$ cat src/hdl/accel_tilt_angle_with_calibration_macros.svh
// Assertion macros for the tilt angle block.
`ifndef ACCEL_TILT_ANGLE_WITH_CALIBRATION_MACROS_SVH
`define ACCEL_TILT_ANGLE_WITH_CALIBRATION_MACROS_SVH
// Implication checked on every clock edge outside reset.
`define ATA_ASSERT_IMP(label, clk, rst_n, ante, cons) \
  label: assert property (@(posedge clk) disable iff (!rst_n) (ante) |-> (cons)) \
    else $error("assertion failed");
// Next-cycle implication checked on every clock edge outside reset.
`define ATA_ASSERT_NEXT(label, clk, rst_n, ante, cons) \
  label: assert property (@(posedge clk) disable iff (!rst_n) (ante) |=> (cons)) \
    else $error("assertion failed");
`endif

$ cat src/hdl/ata_pkg.sv
// Shared types and constants for the tilt angle block.
package ata_pkg;
  localparam int unsigned RawW = 16;
  localparam int unsigned OffW = 18;
  localparam int unsigned DifW = 19;
  localparam int unsigned SqW = 38;
  localparam int unsigned RootW = 27;
  localparam int unsigned CorW = 32;
  localparam int unsigned AngW = 30;
  localparam int unsigned SumW = 28;
  localparam logic signed [15:0] AngMax = 16'sd23040;
  localparam logic CMD_CALIB = 1'b0;
  localparam logic CMD_MEAS = 1'b1;

  typedef struct packed {
    logic load;
    logic sq_start;
    logic sq_step;
    logic cor_init;
    logic cor_step;
    logic sel_pitch;
    logic save_roll;
    logic save_pitch;
  } ctl_t;

  typedef struct packed {
    logic sq_last;
    logic cor_last;
  } sts_t;

  function automatic logic [AngW-1:0] atan_lut(input logic [4:0] i);
    logic [AngW-1:0] v;
    case (i)
      5'd0: v = 30'd2949120;  5'd1: v = 30'd1740967;  5'd2: v = 30'd919879;
      5'd3: v = 30'd466945;   5'd4: v = 30'd234379;   5'd5: v = 30'd117304;
      5'd6: v = 30'd58666;    5'd7: v = 30'd29335;    5'd8: v = 30'd14668;
      5'd9: v = 30'd7334;     5'd10: v = 30'd3667;    5'd11: v = 30'd1833;
      5'd12: v = 30'd917;     5'd13: v = 30'd458;     5'd14: v = 30'd229;
      5'd15: v = 30'd115;     5'd16: v = 30'd57;      5'd17: v = 30'd29;
      5'd18: v = 30'd14;      5'd19: v = 30'd7;       5'd20: v = 30'd4;
      5'd21: v = 30'd2;       5'd22: v = 30'd1;       default: v = '0;
    endcase
    return v;
  endfunction
endpackage

$ cat src/hdl/ata_ctrl.sv
// Controller: sequences calibration and the two angle computations.
module ata_ctrl
  import ata_pkg::*;
(
  input  logic clk,
  input  logic rst_n,
  input  logic in_fire,
  input  logic in_cmd,
  input  logic out_fire,
  input  sts_t sts,
  output ctl_t ctl,
  output logic busy,
  output logic calib_step,
  output logic meas_done,
  output logic out_valid
);
  `include "accel_tilt_angle_with_calibration_macros.svh"
  typedef enum logic [2:0] {S_IDLE, S_SQ, S_CI, S_COR, S_SAVE, S_OUT} state_t;
  state_t state_r, state_nxt;
  logic pitch_r, pitch_nxt;
  logic ov_r, ov_nxt;

  always_comb begin
    state_nxt = state_r;
    pitch_nxt = pitch_r;
    ov_nxt = ov_r;
    ctl = '0;
    meas_done = 1'b0;
    calib_step = 1'b0;
    ctl.sel_pitch = pitch_r;
    if (out_fire) ov_nxt = 1'b0;
    case (state_r)
      S_IDLE: begin
        if (in_fire && in_cmd == CMD_CALIB) begin
          calib_step = 1'b1;
          ov_nxt = 1'b1;
        end else if (in_fire) begin
          ctl.load = 1'b1;
          pitch_nxt = 1'b0;
          state_nxt = S_SQ;
        end
      end
      S_SQ: begin
        ctl.sq_start = 1'b1;
        state_nxt = S_CI;
      end
      S_CI: begin
        ctl.sq_step = 1'b1;
        if (sts.sq_last) state_nxt = S_COR;
      end
      S_COR: begin
        state_nxt = S_SAVE;
        ctl.cor_init = 1'b1;
      end
      S_SAVE: begin
        ctl.cor_step = 1'b1;
        if (sts.cor_last) state_nxt = S_OUT;
      end
      S_OUT: begin
        if (!pitch_r) begin
          ctl.save_roll = 1'b1;
          pitch_nxt = 1'b1;
          state_nxt = S_SQ;
        end else begin
          ctl.save_pitch = 1'b1;
          meas_done = 1'b1;
          ov_nxt = 1'b1;
          state_nxt = S_IDLE;
        end
      end
      default: state_nxt = S_IDLE;
    endcase
  end

  always_ff @(posedge clk) begin
    if (!rst_n) begin
      state_r <= S_IDLE;
      pitch_r <= 1'b0;
      ov_r <= 1'b0;
    end else begin
      state_r <= state_nxt;
      pitch_r <= pitch_nxt;
      ov_r <= ov_nxt;
    end
  end

  assign busy = (state_r != S_IDLE) || ov_r;
  assign out_valid = ov_r;

  `ATA_ASSERT_IMP(a_no_accept_busy, clk, rst_n, in_fire, state_r == S_IDLE && !ov_r)
  `ATA_ASSERT_NEXT(a_meas_to_out, clk, rst_n, meas_done, ov_r && state_r == S_IDLE)
  `ATA_ASSERT_IMP(a_one_job, clk, rst_n, ov_r, state_r == S_IDLE)
endmodule

$ cat config.mk
export PLATFORM = sky130hd
export DESIGN_NAME = ata_ctrl
export DESIGN_NICKNAME = d
export VERILOG_FILES = /design/src/hdl/ata_pkg.sv /design/src/hdl/ata_ctrl.sv
export VERILOG_INCLUDE_DIRS = /design/src /design/src/hdl
export SDC_FILE = /design/constraint.sdc
export NUM_CORES = 1
export LEC_CHECK = 0
export ABC_AREA = 1
export BUFFER_PORTS_ARGS = -buffer_cell sky130_fd_sc_hd__buf_2
export CORE_AREA = 2 2 39 41
export DETAILED_ROUTE_END_ITERATION = 8
export DIE_AREA = 0 0 41 43
export PLACE_DENSITY = 0.57
export SLEW_MARGIN = 15
export SYNTH_ARGS = -nofsm -noshare
export SYNTH_HDL_FRONTEND = slang
export SYNTH_SLANG_ARGS = --single-unit
$ cat constraint.sdc
create_clock -name clk -period 1.3 [get_ports clk]
set_input_delay 0.065 -clock clk [delete_from_list [all_inputs] [get_ports clk]]
set_output_delay 0.065 -clock clk [all_outputs]
set_load 0.01 [all_outputs]
==> metrics <==
CP Max Fanout 7; critical path class flop to output port; Detail Route Antenna Nets 0; first-pass GRT wire length roughly 1100 microns; Psw 0.208 mW; Post-synth EDFFs 0; register area share after synthesis 30.1%; Net Count, Synth 58; routed vias/inst 4.15; TNS Setup 0 ns; Finished Core Util 37.0%; dpl hpwl 601 microns; CTS tree yes; Yosys cell types 16; Root Driver clkbuf_4; final setup skew about 0.00095 ns; via count 378; vias in the first global route 311; Reg area 109 sq um; layout cells sized above 1 49.3%; flop-to-flop setup slack 0.21 ns; Crit. End Element output port; # rows 14; # setup viols final 0; Clock Pin Slew Worst Setup and Hold Paths 0.04 ns; total grt overflow 0; final hold viol count 0; Static Leak 0.286 nW; Data arrival, critical path approximately 1.2 ns; Syn-to-layout area delta 53.8%; die extent in x a little over 40 microns; XOR/XNOR share of the synthesized area 0%; Rel. slew slack 88.3%; crit start category flop; Worst Hold Slack 0.0902 ns; Ant. Diodes 0; Top Ports 19; Avg Cell Area, Syn 6.53 sq um; post-synthesis mux area share 0%; status finished, final reports clean; Flop pwr share 32.2%; starting density of the core about a quarter; # nets final 83; main flop type after synthesis dfxtp_1; routability congestion estimate from global placement 0.702; Synth Instances 51; achievable frequency ~820 MHz; Post-synth top cells inv_1 (10), nand2_1 (7), nor2_1 (7); Slew Limit Fails 0; Comb pwr share 39.1%; drt pass-1 iters 4; Starting DRT DRC Count 6; Crit path required time 1.24 ns; die height 43 microns; PwrDens 1210 mW/mm^2; switching power share of the total ~33%; fin area 512 sq um; CTS buffer count 3; final WL 773 microns; Period Utilization, post-route 94.2%; Routed WL per cell 8.49 microns; Ys Warns 0; largest net degree at the start of global routing 8; Mapped Area 333 sq um; worst skew pair latency 0.24 ns; simple-gate share of the synthesized area 47.0%; Synth area leaders dfxtp_1 (30%), inv_1 (11%), nand2_1 (7.9%); Yosys top cell by area dfxtp_1; Synth Register Bits 5; Hold WC Path Type input port to flop; H-tree levels 1; Internal 0.413 mW; overall routing resource usage 9.67%; fraction of the mapped netlist area in compound gates ~6.0%; Slew @ Worst Pin 0.174 ns; area occupied by multi-input gates 189 sq um; main combinational cell family by area after synthesis simple AND/OR/NAND/NOR gates; worst vdd ir 0.435 mV; clock network power share 28.8%; crit path time final ~1.2 ns; drc violations 0; share of the synthesized area in the top cell type 30.1%; Fill cells 159; Post-Place Cell Area 428 sq um; maxcap violations 0; port buffer count 18; Synth Area in Adders 0%; core area 0.00138 sq mm; CTS sink count 5; fraction of registers with async set or reset after synthesis 0%; Clock Path Buffers 2; RSZ-0062 raised after global routing false; initial antenna violation count 0; most numerous cell in the Yosys netlist inv_1; die area 0.00176 sq mm
## repair_timing
action,CTS,global route
hold buffers,0,0
cloned,0,0
resized for setup,2,7
setup buffers,2,2
endpoints found under the setup margin,1,2
pin swaps,1,1
## power by group through the flow
| stage | logic [mW] | clock network [mW] | registers (mW) |
|---|---|---|---|
| finish | 0.243 | 0.179 | 0.200 |
| CTS | 0.192 | 0.189 | 0.194 |
| detailed placement | 0.177 | 0 | 0.195 |
| global route | 0.267 | 0.193 | 0.203 |
| floorplan | 0.122 | 0 | 0.193 |
| global placement | 0.177 | 0 | 0.194 |
## state kept, by name, summed over array words and instances (netlist names)
signal	flops
state_r	3
pitch_r	1
out_valid	1
## through the flow
stage               power, mW  std cells  worst slack (ns)
floorplan               0.315         51             0.309
global placement        0.371         83             0.199
detailed placement      0.372         83             0.190
CTS                     0.575         89          0.000369
global route            0.663         91            0.0194
finish                  0.621         91            0.0749
## layout by cell type, fill, tap and decap left out
cell type,Yosys,layout
inv_1,10,10
o21ai_0,2,2
nor2_2,3,2
dfxtp_2,0,1
dfxtp_4,0,2
nand4_1,1,1
buf_6,0,1
nor3_2,2,2
nand3_1,4,4
buf_4,2,4
clkbuf_4,0,3
nand2_4,0,1
a21oi_1,2,2
inv_2,1,1
buf_2,0,17
clkbuf_1,0,1
nand2_1,7,7
nand3b_1,2,2
dfxtp_1,5,2
nor2_1,7,7
nor2_4,1,2
or2_4,0,1
## kinds of logic after synthesis
group / Yosys count
AND/OR/NAND/NOR: 29
buffers and inverters: 13
flip-flops: 5
AO/OA/AOI/OAI: 4
## layer usage
metal  vias up  global-route usage (%)  part of all wire [%]
li1        204                       -                     -
met1       162                    11.4                    39
met2        10                    13.4                    55
met3         2                    1.57                   4.7
met4         0                    10.0                   1.8
met5         -                       0                     0
## worst max-delay path, stage by stage, from the launching register on
cell and delay (ns):
dfxtp_4 0.36, nor2_4 0.13, nand2_4 0.07, or2_4 0.23
buf_6 0.12
## worst paths after layout
path,startpoint,cells past startpoint,endpoint
setup / recovery,state_r[0],4,busy
hold / removal,rst_n,3,state_r[0]
setup reg to reg,state_r[0],8,state_r[0]
hold reg to reg,pitch_r,2,pitch_r
## area by class of cell
type / count / area share [%]
sequential: 5 / 21.3
tap: 16 / 3.91
inverter: 11 / 8.07
timing repair buffer: 22 / 24.7
clock buffer: 4 / 5.13
multi-input combinational: 33 / 36.9
No activity file was read; power rests on OpenSTA's default activity.
